<file path="config.mk">
export PLATFORM = sky130hd
export DESIGN_NAME = ifb_ctrl
export DESIGN_NICKNAME = d
export VERILOG_FILES = /design/src/rtl/core/ifb_pkg.sv /design/src/rtl/core/ifb_ctrl.sv
export SDC_FILE = /design/constraint.sdc
export NUM_CORES = 1
export LEC_CHECK = 0
export ABC_AREA = 1
export ABC_CLOCK_PERIOD_IN_PS = 1200
export BUFFER_PORTS_ARGS = -buffer_cell sky130_fd_sc_hd__buf_4
export CAP_MARGIN = 20
export CORE_MARGIN = 2
export CORE_UTILIZATION = 38
export CTS_BUF_LIST = sky130_fd_sc_hd__clkbuf_16
export DETAILED_ROUTE_END_ITERATION = 8
export PLACE_DENSITY = 0.79
export REMOVE_ABC_BUFFERS = 1
export SLEW_MARGIN = 30
export SYNTH_ARGS = -nofsm -noshare
export SYNTH_HDL_FRONTEND = slang
export SYNTH_SLANG_ARGS = --single-unit
</file>
<file path="constraint.sdc">
create_clock -name clk -period 1.2 [get_ports clk]
set_clock_uncertainty 0.15 [all_clocks]
set_input_delay 0 -clock clk [delete_from_list [all_inputs] [get_ports clk]]
set_output_delay 0 -clock clk [all_outputs]
set_load 0.02 [all_outputs]
</file>
<file path="src/rtl/core/ifb_pkg.sv">
package ifb_pkg;

	// Default store geometry
	localparam int IFB_MAX_WIDTH  = 256;
	localparam int IFB_MAX_HEIGHT = 256;

	// Configuration port
	localparam int CFG_IDX_W  = 2;
	localparam int CFG_DATA_W = 9;

	localparam logic [CFG_IDX_W-1:0] REG_IMAGE_WIDTH  = 2'd0;
	localparam logic [CFG_IDX_W-1:0] REG_IMAGE_HEIGHT = 2'd1;
	localparam logic [CFG_IDX_W-1:0] REG_PASS_COUNT   = 2'd2;

	localparam logic [8:0] RST_IMAGE_WIDTH  = 9'd256;
	localparam logic [8:0] RST_IMAGE_HEIGHT = 9'd256;
	localparam logic [3:0] RST_PASS_COUNT   = 4'd4;

	// Item operation codes
	localparam logic [1:0] FN_WRITE = 2'd0;
	localparam logic [1:0] FN_READ  = 2'd1;
	localparam logic [1:0] FN_BLUR  = 2'd2;
	localparam logic [1:0] FN_NOP   = 2'd3;

	// Read address select
	localparam logic [2:0] RD_PIX   = 3'd0;
	localparam logic [2:0] RD_LEFT  = 3'd1;
	localparam logic [2:0] RD_RIGHT = 3'd2;
	localparam logic [2:0] RD_UP    = 3'd3;
	localparam logic [2:0] RD_DOWN  = 3'd4;

	// Result source select
	localparam logic [1:0] RES_IMM  = 2'd0;
	localparam logic [1:0] RES_READ = 2'd1;
	localparam logic [1:0] RES_BLUR = 2'd2;

	typedef struct packed {
		logic [1:0]  func;
		logic [15:0] pixel_addr;
		logic [7:0]  pixel_in;
	} ifb_req_t;

	typedef struct packed {
		logic [7:0] pixel_out;
		logic       addr_error;
		logic       op_done;
	} ifb_rsp_t;

	typedef struct packed {
		logic       wr_pix;     // store the item's pixel
		logic [2:0] rd_sel;
		logic       res_load;
		logic [1:0] res_sel;
		logic       blur_init;
		logic       pass_init;
		logic       pass_inc;
		logic       cap_left;
		logic       cap_right;
		logic       cap_up;
		logic       px_write;   // write back blurred pixel
		logic       step_col;
		logic       step_row;
	} ifb_cmd_t;

	typedef struct packed {
		logic addr_err;
		logic blur_skip;
		logic last_col;
		logic last_row;
		logic last_pass;
	} ifb_stat_t;

endpackage

</file>
<file path="src/rtl/core/ifb_ctrl.sv">
module ifb_ctrl import ifb_pkg::*; (
	input  logic       clk,
	input  logic       arst_n,
	input  logic       req_valid,
	input  logic [1:0] req_func,
	input  logic       rsp_ready,
	input  ifb_stat_t  stat,
	output logic       req_ready,
	output logic       rsp_valid,
	output ifb_cmd_t   cmd
);

	localparam logic [3:0] S_IDLE = 4'd0;
	localparam logic [3:0] S_RDW  = 4'd1;
	localparam logic [3:0] S_PASS = 4'd2;
	localparam logic [3:0] S_ROW  = 4'd3;
	localparam logic [3:0] S_PRF  = 4'd4;
	localparam logic [3:0] S_PR   = 4'd5;
	localparam logic [3:0] S_PU   = 4'd6;
	localparam logic [3:0] S_PD   = 4'd7;
	localparam logic [3:0] S_PW   = 4'd8;

	logic [3:0] state_q;
	logic [3:0] state_d;
	logic       out_valid_q;
	logic       accept;

	assign req_ready = (state_q == S_IDLE) && (!out_valid_q || rsp_ready);
	assign accept    = req_valid && req_ready;
	assign rsp_valid = out_valid_q;

	always_comb begin
		cmd     = '0;
		state_d = state_q;
		case (state_q)
			S_IDLE: begin
				cmd.rd_sel = RD_PIX;
				if (accept) begin
					case (req_func)
						FN_WRITE: begin
							cmd.wr_pix   = !stat.addr_err;
							cmd.res_load = 1'b1;
							cmd.res_sel  = RES_IMM;
						end
						FN_READ: begin
							if (stat.addr_err) begin
								cmd.res_load = 1'b1;
								cmd.res_sel  = RES_IMM;
							end else begin
								state_d = S_RDW;
							end
						end
						FN_BLUR: begin
							if (stat.blur_skip) begin
								cmd.res_load = 1'b1;
								cmd.res_sel  = RES_IMM;
							end else begin
								cmd.blur_init = 1'b1;
								state_d       = S_PASS;
							end
						end
						default: begin
							cmd.res_load = 1'b1;
							cmd.res_sel  = RES_IMM;
						end
					endcase
				end
			end
			S_RDW: begin
				cmd.res_load = 1'b1;
				cmd.res_sel  = RES_READ;
				state_d      = S_IDLE;
			end
			S_PASS: begin
				cmd.pass_init = 1'b1;
				state_d       = S_ROW;
			end
			S_ROW: begin
				cmd.rd_sel = RD_LEFT;
				state_d    = S_PRF;
			end
			S_PRF: begin
				cmd.rd_sel   = RD_RIGHT;
				cmd.cap_left = 1'b1;
				state_d      = S_PU;
			end
			S_PR: begin
				cmd.rd_sel = RD_RIGHT;
				state_d    = S_PU;
			end
			S_PU: begin
				cmd.rd_sel    = RD_UP;
				cmd.cap_right = 1'b1;
				state_d       = S_PD;
			end
			S_PD: begin
				cmd.rd_sel = RD_DOWN;
				cmd.cap_up = 1'b1;
				state_d    = S_PW;
			end
			S_PW: begin
				cmd.px_write = 1'b1;
				if (!stat.last_col) begin
					cmd.step_col = 1'b1;
					state_d      = S_PR;
				end else if (!stat.last_row) begin
					cmd.step_row = 1'b1;
					state_d      = S_ROW;
				end else if (!stat.last_pass) begin
					cmd.pass_inc = 1'b1;
					state_d      = S_PASS;
				end else begin
					cmd.res_load = 1'b1;
					cmd.res_sel  = RES_BLUR;
					state_d      = S_IDLE;
				end
			end
			default: begin
				state_d = S_IDLE;
			end
		endcase
	end

	always_ff @(posedge clk or negedge arst_n) begin
		if (!arst_n) begin
			state_q     <= S_IDLE;
			out_valid_q <= 1'b0;
		end else begin
			state_q <= state_d;
			if (cmd.res_load) begin
				out_valid_q <= 1'b1;
			end else if (rsp_ready) begin
				out_valid_q <= 1'b0;
			end
		end
	end

endmodule

</file>
# Yosys cells after proc, flatten, opt, wreduce, memory -nomap -nowiden
# Index checks and enable logic that the tools add are counted.
dict set report totals {
  register_bits 5
  inputBits 11
  out_inout_bits 18
}
dict set report classes {
  n_eq_ne 14
  muxes 37
  n_reduce_logical 10
}
# op count
set ops {}
lappend ops {{one-hot mux 4 bit (7 select lines)} 1}
lappend ops {{two-way mux 3 bit} 7}
lappend ops {{two-way mux 1 bit} 19}
lappend ops {{== test 4 x 3 -> 1 bit (second input constant)} 4}
lappend ops {{two-way mux 4 bit} 4}
lappend ops {{one-hot mux 3 bit (4 select lines)} 1}
lappend ops {{one-hot mux 3 bit (3 select lines)} 1}
lappend ops {{== test 4 x 2 -> 1 bit (second input constant)} 2}
lappend ops {{one-hot mux 4 bit (2 select lines)} 1}
lappend ops {{!= test 3 bit (second input constant)} 2}
lappend ops {{one-hot mux 3 bit (2 select lines)} 1}
lappend ops {{== test 4 x 1 -> 1 bit (second input constant)} 1}
lappend ops {{== test 4 bit (second input constant)} 1}
lappend ops {{logical NOT 4 bit} 1}
lappend ops {{two-way mux 2 bit} 2}
lappend ops {{AND reduction 4 bit} 1}
lappend ops {{!= test 3 x 1 -> 1 bit (second input constant)} 1}
lappend ops {{== test 2 x 1 -> 1 bit (second input constant)} 1}
lappend ops {{== test 2 bit (second input constant)} 1}
lappend ops {{logical AND 1 bit} 2}
lappend ops {{logical NOT 1 bit} 2}
lappend ops {{logical NOT 2 bit} 1}
lappend ops {{!= test 2 bit (second input constant)} 1}
lappend ops {{nonzero test 2 bit} 1}
lappend ops {{other kinds (2)} 2}

# Logic depth before layout (Yosys ltp)
# Gate-level depths: netlist of the first run.
dict set report depth {
  depth_word 7
  depth_mapped 9
  ltp_nobuf 9
}

# Worst setup path before layout of the first run
# No wires, ideal clock.
dict set report synth_path {
  path_type {register to output}
  start {register state_q[3]}
  end {output port cmd[11] (netlist name)}
  t_arrival_ns 1.258
  t_required_ns 1.050
  setup_slack_ns -0.208
  stages_incl_launch_ff 5
  path_cell_list {dfrtp_1 > nor2_4 > nor3b_2 > nor2_1 > nand2_1}
}
# item line_no
set synth_lines {}
lappend synth_lines {{from (decl)} ifb_ctrl.sv:23} ;# logic [3:0] state_q;
lappend synth_lines {{from (signal assigned)} ifb_ctrl.sv:129} ;# state_q <= state_d;
lappend synth_lines {{to (decl)} ifb_ctrl.sv:10} ;# output ifb_cmd_t cmd

==> results.toml, run 1 <==
[status]
status = "finished, violations left"
violations = "hold timing, setup timing"

[critical_path]
cp_max_fo = 4
slowest_stage = "dfrtp_2"
crit_buf_inv = 1
startpoint_type = "register"
critPathMostFrequentCell = "nand2_4"
crit_type = "register to output port"
required_ns = 1.05
crit_family = "simple AND/OR/NAND/NOR gates"
crit_chain = "nor2_4, nand2_4, nor2_8, nand2_4, nor3b_2, buf_4"
slowest_delay_ns = 0.44
crit_arrival_ns = 1.43
worstSetupEndpointType = "output port"

[floorplanning]
core_region_area_um2 = 1300
rows = 13
ioPinCount = 29
fp.dieW_um = 41.2
die_h_um = 41.2
start_util = 0.405
design.die.area_um2 = 1700

[route]
drtAntennaViolNets = 0
viasPerCell = 5.18
wl_per_cell_um = 15.1
drc = 0
drtIter0Drc = 13
routed_wl_mm = 2.14
num_vias = 735
drtPass1Iterations = 4

[logic_synthesis]
synth_edf_count = 0
synth-seq-cells = 5
yosys_warnings = 0
syn_inst = 76
ys_types = 20
seq_area_frac_synth = 0.238
netlist_area_um2 = 527
synth_flop_cell = "dfrtp_1"
synthArstFlopShare = 1.00
syn_area_per_cell_um2 = 6.93

[worst_hold_path]
min_path_type = "primary input to register"

[sta]
setup_viol = 21
hold_ws_ns = -0.0307
slew_headroom = 0.840
final_hold_viol_count = 2
period_minus_slack_ns = 1.58
finalMaxSlewViolations = 0
fmax_mhz = 632
min_period_over_period = 1.32
worstMarginPinSlew_ns = 0.239
rsz0062_at_grt = "yes"
fin_ws_ns = -0.383

[cells_and_area]
syn2layout_area_growth_pct = 109
fillCellCount = 75
drive_gt1_frac = 0.630
nets = 142
diodes = 0
fin_area_um2 = 1100
multiInputGateArea_um2 = 437
final_util = 0.847
regArea_um2 = 126
instances_no_fill = 142

[cts]
holdBufCountCts = 3
cts_sinks = 5
htreeDepth = 1
cts_made_buffers = 3
clk_latency_ns = 0.23
cts-root-buf = "clkbuf_16"
cts_tree = "yes"
clockBufferDepth = 2
path_clk_slew_ns = 0.04

[place]
post-place-ws_ns = -0.116
hpwlAfterDp_mm = 1.27
place_inst = 129
io_buffers = 28
gp_congestion = 0.710
placed_area_um2 = 831

[power]
comb_power_share = 0.687
p_leak_nw = 0.592
internal_power_w = 0.00155
pwr-share-seq = 0.118
clockPowerShare = 0.194
max-vdd-ir-drop_mv = 2.04
cellPowerDensity_nw_per_um2 = 2570
switchingPower_w = 0.00128
swShare = 0.452

[grt]
antenna_found_initial = 0
overflow = 0
grtUsageMet2 = 0.512
grt_pass1_vias = 694
gr-usage-met1 = 0.276
grt_max_degree = 6
grt_usage = 0.279
top_usage_layer = "met2"
use_met3 = 0.0598
grt_pass1_wl_mm = 2.93

[job]
max_cap_violations = 0
cells in the final DEF, fill, tap and decap left out, types with 2 or more instances in the layout:
| cell | synthesis | final |
|---|---|---|
| nor2_4 | 2 | 6 |
| nand3b_1 | 2 | 2 |
| buf_6 | 0 | 7 |
| nand3_1 | 7 | 4 |
| nand2_2 | 1 | 3 |
| nor3_1 | 2 | 2 |
| ha_1 | 3 | 3 |
| nor2_1 | 13 | 7 |
| nand2_1 | 14 | 10 |
| dlygate4sd3_1 | 0 | 3 |
| buf_4 | 0 | 37 |
| clkbuf_16 | 0 | 3 |
| inv_2 | 2 | 5 |
| nor2_2 | 2 | 4 |
| inv_1 | 12 | 9 |
| nand3_2 | 2 | 4 |
| nand2_4 | 1 | 3 |
| dfrtp_1 | 5 | 4 |
routing by layer:
metal  vias to the layer above  part of all wire
met5                         -                 0
met4                         0             0.023
met3                         8             0.058
met2                        32              0.53
met1                       355              0.39
li1                        340                 -
area by class of cell:
type	instances	share of cell area
Multi-Input combinational cell	57	0.396
Timing Repair Buffer	47	0.351
Sequential cell	5	0.115
Clock buffer	3	0.0681
Inverter	14	0.0499
Tap cell	15	0.0170
Clock inverter	1	0.00341
through the flow:
| stage | total power [W] | TNS, ns |
|---|---|---|
| 6_report | 0.00283 | -5.24 |
| 5_1_grt | 0.00297 | -6.40 |
| 4_1_cts | 0.00255 | -4.59 |
| 3_5_place_dp | 0.00170 | -0.769 |
| 3_3_place_gp | 0.00166 | -0.431 |
| 2_1_floorplan | 0.00112 | -1.43 |
worst paths after layout:
| kind | start | endpoint | slack (ns) | cells past startpoint |
|---|---|---|---|---|
| worst min-delay path | rsp_ready | rsp_valid$_DFFE_PN0P_ | -0.03 | 3 |
| min in group asynchronous | arst_n | state_q[0]$_DFFE_PN0P_ | 0.58 | 3 |
| max in group asynchronous | arst_n | state_q[2]$_DFFE_PN0P_ | 0.10 | 3 |
| worst min register to register | rsp_valid$_DFFE_PN0P_ | rsp_valid$_DFFE_PN0P_ | 0.59 | 3 |
| worst max-delay path | state_q[2]$_DFFE_PN0P_ | cmd[15] | -0.38 | 6 |
| worst max register to register | state_q[2]$_DFFE_PN0P_ | state_q[1]$_DFFE_PN0P_ | -0.28 | 8 |
timing repair:
action                     4_1_cts  5_1_grt
pin swaps                        1        2
gates resized for setup         21       15
setup endpoints to repair       21       21
hold endpoints to repair         8        1
setup buffers                    3        4
kinds of logic (layout without fill, tap and decap cells):
logic type               count (synthesis)  count (layout)  share of synthesized area
AO/OA/AOI/OAI                            4               4                     0.0428
buffers and inverters                   14              65                     0.0998
adder cells (fa/ha/maj)                  3               3                     0.0713
flip-flops                               5               5                      0.238
AND/OR/NAND/NOR                         50              50                      0.549
power groups by stage:
stage | Combinational, W | Clock (W) | Sequential, W
after floorplan | 0.000775 | 0 | 0.000342
after global placement | 0.00135 | 0 | 0.000304
after detailed placement | 0.00139 | 0 | 0.000307
after CTS | 0.00167 | 0.000563 | 0.000313
after global routing | 0.00206 | 0.000570 | 0.000336
final | 0.00195 | 0.000550 | 0.000335
tightest hold or removal path: cells and delay by family:
family,cells,cell delay (ns)
buffers and inverters,1,0.08
and+or+nand+nor,2,0.22
cells in the mapped netlist, types with 2 or more instances:
| library cell | number | share of area |
|---|---|---|
| dfrtp_1 | 5 | 0.24 |
| nand3_1 | 7 | 0.067 |
| nor3b_2 | 2 | 0.047 |
| a21oi_1 | 2 | 0.019 |
| inv_1 | 12 | 0.086 |
| inv_2 | 2 | 0.014 |
| nand2_1 | 14 | 0.10 |
| ha_1 | 3 | 0.071 |
| nor2_1 | 13 | 0.093 |
| nor2_2 | 2 | 0.024 |
| nor2_4 | 2 | 0.043 |
| nand3b_1 | 2 | 0.028 |
| nor3_1 | 2 | 0.019 |
| nand3_2 | 2 | 0.038 |
state kept, by name, indices dropped and copies added, names as in the netlist:
name / cells
state_q: 4
rsp_valid: 1
Note: power is estimated with default switching activity, not from simulation.
==> inputs of run 2 (changes only) <==
Settings changed: RECOVER_POWER from default to 25.
==> results.toml, run 2 (synthesized netlist as in run 1, its figures left out) <==
[route]
drtAntennaViolNets = 0
drc = 0
wl_per_cell_um = 15.1
routed_wl_mm = 2.14
viasPerCell = 5.18
drtPass1Iterations = 4
drtIter0Drc = 13
num_vias = 735

[status]
violations = "hold timing, setup timing"
status = "finished, violations left"

[grt]
grt_max_degree = 6
grt_pass1_vias = 694
antenna_found_initial = 0
grt_pass1_wl_mm = 2.93
overflow = 0
grt_usage = 0.279

[floorplanning]
die_h_um = 41.2
start_util = 0.405
rows = 13
design.die.area_um2 = 1700
core_region_area_um2 = 1300
ioPinCount = 29
fp.dieW_um = 41.2

[critical_path]
r2r_cells = 8
worstSetupEndpointType = "output port"
critPathMostFrequentCell = "nand2_4"
crit_start = "state_q[2]$_DFFE_PN0P_"
r2r_setup_slack_ns = -0.28
r2r-end = "state_q[1]$_DFFE_PN0P_"
crit_arrival_ns = 1.43
cp_max_fo = 4
crit_buf_inv = 1
slowest_delay_ns = 0.44
slowest_stage = "dfrtp_2"
startpoint_type = "register"
crit_family = "simple AND/OR/NAND/NOR gates"
crit_chain = "nor2_4, nand2_4, nor2_8, nand2_4, nor3b_2, buf_4"
r2r_start = "state_q[2]$_DFFE_PN0P_"
required_ns = 1.05
crit_type = "register to output port"

[cts]
cts-root-buf = "clkbuf_16"
path_clk_slew_ns = 0.04
cts_made_buffers = 3
holdBufCountCts = 3
clockBufferDepth = 2
htreeDepth = 1
clk_latency_ns = 0.23
cts_sinks = 5
cts_tree = "yes"

[cells_and_area]
layout_commonest_cell = "buf_4"
regMostFlops = "state_q"
syn2layout_area_growth_pct = 109
final_cell_mix = "buf_4 (36), nand2_1 (10), inv_1 (9)"
nets = 142
diodes = 0
largest_reg_flops = 4
drive_gt1_frac = 0.622
fillCellCount = 77

[place]
hpwlAfterDp_mm = 1.27
io_buffers = 28
gp_congestion = 0.710

[power]
cellPowerDensity_nw_per_um2 = 2560
p_leak_nw = 0.588
max-vdd-ir-drop_mv = 2.03

[sta]
fin_ws_ns = -0.383
final_hold_viol_count = 2
min_period_over_period = 1.32
fmax_mhz = 632
tns_ns = -5.24
finalMaxSlewViolations = 0
worstMarginPinSlew_ns = 0.259
hold_ws_ns = -0.0304
setup_viol = 21
slew_headroom = 0.828
rsz0062_at_grt = "yes"
period_minus_slack_ns = 1.58

[job]
max_cap_violations = 0

[worst_hold_path]
min_path_type = "primary input to register"
worstHoldEndpoint = "rsp_valid$_DFFE_PN0P_"
whs_path_depth = 3
hp-start = "rsp_ready"
-- run 2: worst register-to-register path: stages (launching register included) --
cell     delay (ns)
dfrtp_2        0.44
nor2_4         0.18
nand2_4        0.10
nor2_8         0.11
buf_4          0.13
nand3_2        0.08
nand2_1        0.09
nand2_1        0.07
inv_1          0.06
-- run 2: timing repair --
item | 4_1_cts | 5_1_grt
pin swaps | 1 | 2
resized for setup | 21 | 15
endpoints found under the hold margin | 8 | 1
setup endpoints to repair | 21 | 21
buffers inserted | 3 | 4
-- run 2: stage by stage --
step | utilization | std cells | instance area (µm²) | setup slack, ns | total power (W)
floorplan | - | 76 | 527 | -0.208 | 0.00112
global placement | 0.638 | 129 | 831 | -0.101 | 0.00166
detailed placement | 0.638 | 129 | 831 | -0.116 | 0.00170
CTS | 0.791 | 139 | 1030 | -0.343 | 0.00255
global route | 0.844 | 142 | 1100 | -0.428 | 0.00296
finish | 0.844 | 142 | 1100 | -0.383 | 0.00282
-- run 2: worst max-delay path by stage --
stage               to  slack, ns  cells after the start
2_1_floorplan  cmd[11]      -0.21                      4
3_3_place_gp   cmd[15]      -0.10                      6
3_5_place_dp   cmd[12]      -0.12                      5
4_1_cts        cmd[11]      -0.34                      6
5_1_grt        cmd[15]      -0.43                      6
6_report       cmd[15]      -0.38                      6
-- run 2: power breakdown --
group / internal, W / total, W / switching, W
Sequential: 0.000244 / 0.000334 / 0.0000901
Combinational: 0.000864 / 0.00193 / 0.00107
Clock: 0.000432 / 0.000550 / 0.000118
Total: 0.00154 / 0.00282 / 0.00128
-- run 2: per-layer routing --
layer  part of all wire  GRT usage
met2               0.53      0.512
met4              0.023      0.185
met1               0.39      0.276
met5                  0          0
met3              0.058     0.0598
-- run 2: cell type report --
class                           count  area [µm²]  share of cell area
Timing Repair Buffer               47         383               0.349
Clock inverter                      1        3.75             0.00342
Tap cell                           15        18.8              0.0171
Clock buffer                        3        75.1              0.0683
Sequential cell                     5         126               0.115
Multi-Input combinational cell     57         437               0.397
Inverter                           14        55.1              0.0501
==> inputs of run 3 (changes only) <==
--- a/config.mk
+++ b/config.mk
@@ -15,3 +15,3 @@
 export DETAILED_ROUTE_END_ITERATION = 8
-export PLACE_DENSITY = 0.79
+export PLACE_DENSITY = 0.73
 export RECOVER_POWER = 25
==> constraint.sdc (replaced) <==
create_clock -name clk -period 1.2 [get_ports clk]
set_clock_uncertainty 0.15 [all_clocks]
set_input_delay 0.06 -clock clk [delete_from_list [all_inputs] [get_ports clk]]
set_output_delay 0.06 -clock clk [all_outputs]
set_load 0.02 [all_outputs]
==> results.toml, run 3 (synthesized netlist as in run 1, its figures left out) <==
[power]
internal_power_w = 0.00164
comb_power_share = 0.710
max-vdd-ir-drop_mv = 2.17
switchingPower_w = 0.00133
clockPowerShare = 0.181
swShare = 0.448
cellPowerDensity_nw_per_um2 = 2580
pwr-share-seq = 0.108
p_leak_nw = 0.596

[route]
wl_per_cell_um = 14.6
drtPass1Iterations = 4
routed_wl_mm = 2.09
num_vias = 710
drc = 0
drtAntennaViolNets = 0
drtIter0Drc = 12
viasPerCell = 4.97

[sta]
rsz0062_at_grt = "yes"
fin_ws_ns = -0.435
period_minus_slack_ns = 1.63
slew_headroom = 0.819
hold_ws_ns = 0.0323
finalMaxSlewViolations = 0
fmax_mhz = 612
final_hold_viol_count = 0
min_period_over_period = 1.36
setup_viol = 21
worstMarginPinSlew_ns = 0.271

[status]
status = "finished, violations left"
violations = "setup timing"

[floorplanning]
rows = 13
core_region_area_um2 = 1300
start_util = 0.405
fp.dieW_um = 41.2
die_h_um = 41.2
ioPinCount = 29
design.die.area_um2 = 1700

[grt]
grt_pass1_wl_mm = 2.72
grt_pass1_vias = 658
grt_max_degree = 6
antenna_found_initial = 0
grt_usage = 0.249
overflow = 0

[cts]
path_clk_slew_ns = 0.03
cts_sinks = 5
htreeDepth = 1
cts-root-buf = "clkbuf_16"
cts_made_buffers = 3
cts_tree = "yes"
clockBufferDepth = 2
clk_latency_ns = 0.23

[critical_path]
crit_type = "register to output port"
crit_family = "simple AND/OR/NAND/NOR gates"
r2r-end = "state_q[1]$_DFFE_PN0P_"
crit_buf_inv = 1
cp_max_fo = 4
required_ns = 0.99
slowest_stage = "dfrtp_1"
startpoint_type = "register"
r2r_setup_slack_ns = -0.17
slowest_delay_ns = 0.41
crit_chain = "nor2_4, nand2_4, nor2_8, nand2_2, nor3b_2, buf_4"
worstSetupEndpointType = "output port"
crit_arrival_ns = 1.42
r2r_cells = 8
r2r_start = "state_q[1]$_DFFE_PN0P_"

[place]
io_buffers = 28
place_inst = 129
gp_congestion = 0.836
hpwlAfterDp_mm = 1.15

[cells_and_area]
diodes = 0
final_cell_mix = "buf_4 (32), buf_6 (13), nand2_1 (11)"
nets = 143
fillCellCount = 64
syn2layout_area_growth_pct = 118
drive_gt1_frac = 0.656
layout_commonest_cell = "buf_4"
largest_reg_flops = 4
regMostFlops = "state_q"
instances_no_fill = 143

[worst_hold_path]
hp-start = "req_valid"
min_path_type = "primary input to register"
whs_path_depth = 3
worstHoldEndpoint = "rsp_valid$_DFFE_PN0P_"

[job]
max_cap_violations = 0
-- run 3: cell types whose count changed in the layout (fill, tap and decap cells not counted), moves of 2 or more --
cell / previous run / this run
nor3_1: 2 / 0
buf_4: 36 / 32
buf_6: 7 / 13
inv_4: 1 / 3
nor2_1: 7 / 5
nor3_2: 1 / 3
-- run 3: worst max path at each step --
| stage | cells past startpoint | slack [ns] | startpoint | to |
|---|---|---|---|---|
| CTS | 6 | -0.40 | state_q[0]$_DFFE_PN0P_ | cmd[15] |
| finish | 6 | -0.43 | state_q[1]$_DFFE_PN0P_ | cmd[15] |
| global placement | 6 | -0.13 | state_q[3]$_DFFE_PN0P_ | cmd[15] |
| floorplan | 4 | -0.27 | state_q[3]$_DFFE_PN0P_ | cmd[11] |
| detailed placement | 6 | -0.15 | state_q[3]$_DFFE_PN0P_ | cmd[15] |
| global route | 6 | -0.49 | state_q[1]$_DFFE_PN0P_ | cmd[15] |
-- run 3: layout make-up --
class                           count  area [µm²]  share of cell area
Clock inverter                      1        3.75             0.00326
Multi-Input combinational cell     57         457               0.397
Clock buffer                        3        75.1              0.0653
Tap cell                           15        18.8              0.0163
Sequential cell                     5         125               0.109
Inverter                           14        60.1              0.0522
Timing Repair Buffer               48         410               0.357
-- run 3: worst min-delay path: stages --
cell and delay (ns):
buf_4 0.10, nand3_1 0.11, nand3b_1 0.10
-- run 3: stage by stage --
step	TNS [ns]	area, µm²	setup WS [ns]	total power [W]	util
after CTS	-4.92	1080	-0.395	0.00269	0.827
after global placement	-1.11	831	-0.126	0.00172	0.638
after global routing	-7.08	1150	-0.494	0.00311	0.884
after floorplan	-1.85	527	-0.268	0.00112	-
after detailed placement	-1.46	831	-0.154	0.00173	0.638
final	-6.05	1150	-0.435	0.00297	0.884
-- run 3: what timing repair did --
action / CTS / global route
endpoints found under the setup margin: 21 / 22
gates resized for setup: 34 / 14
buffers inserted: 5 / 3
hold buffers: 2 / 0
pin swaps: 6 / 2
endpoints found under the hold margin: 6 / 0
-- run 3: layer usage --
layer,part of all wire,global-route usage
met3,0.025,0.0380
met4,0.019,0.137
met2,0.51,0.426
met1,0.45,0.294
met5,0,0
-- run 3: power by group through the flow --
stage          registers (W)  clock network, W  logic (W)
5_1_grt             0.000328          0.000561    0.00222
6_report            0.000321          0.000539    0.00211
2_1_floorplan       0.000342                 0   0.000775
3_5_place_dp        0.000308                 0    0.00142
3_3_place_gp        0.000305                 0    0.00141
4_1_cts             0.000313          0.000548    0.00183
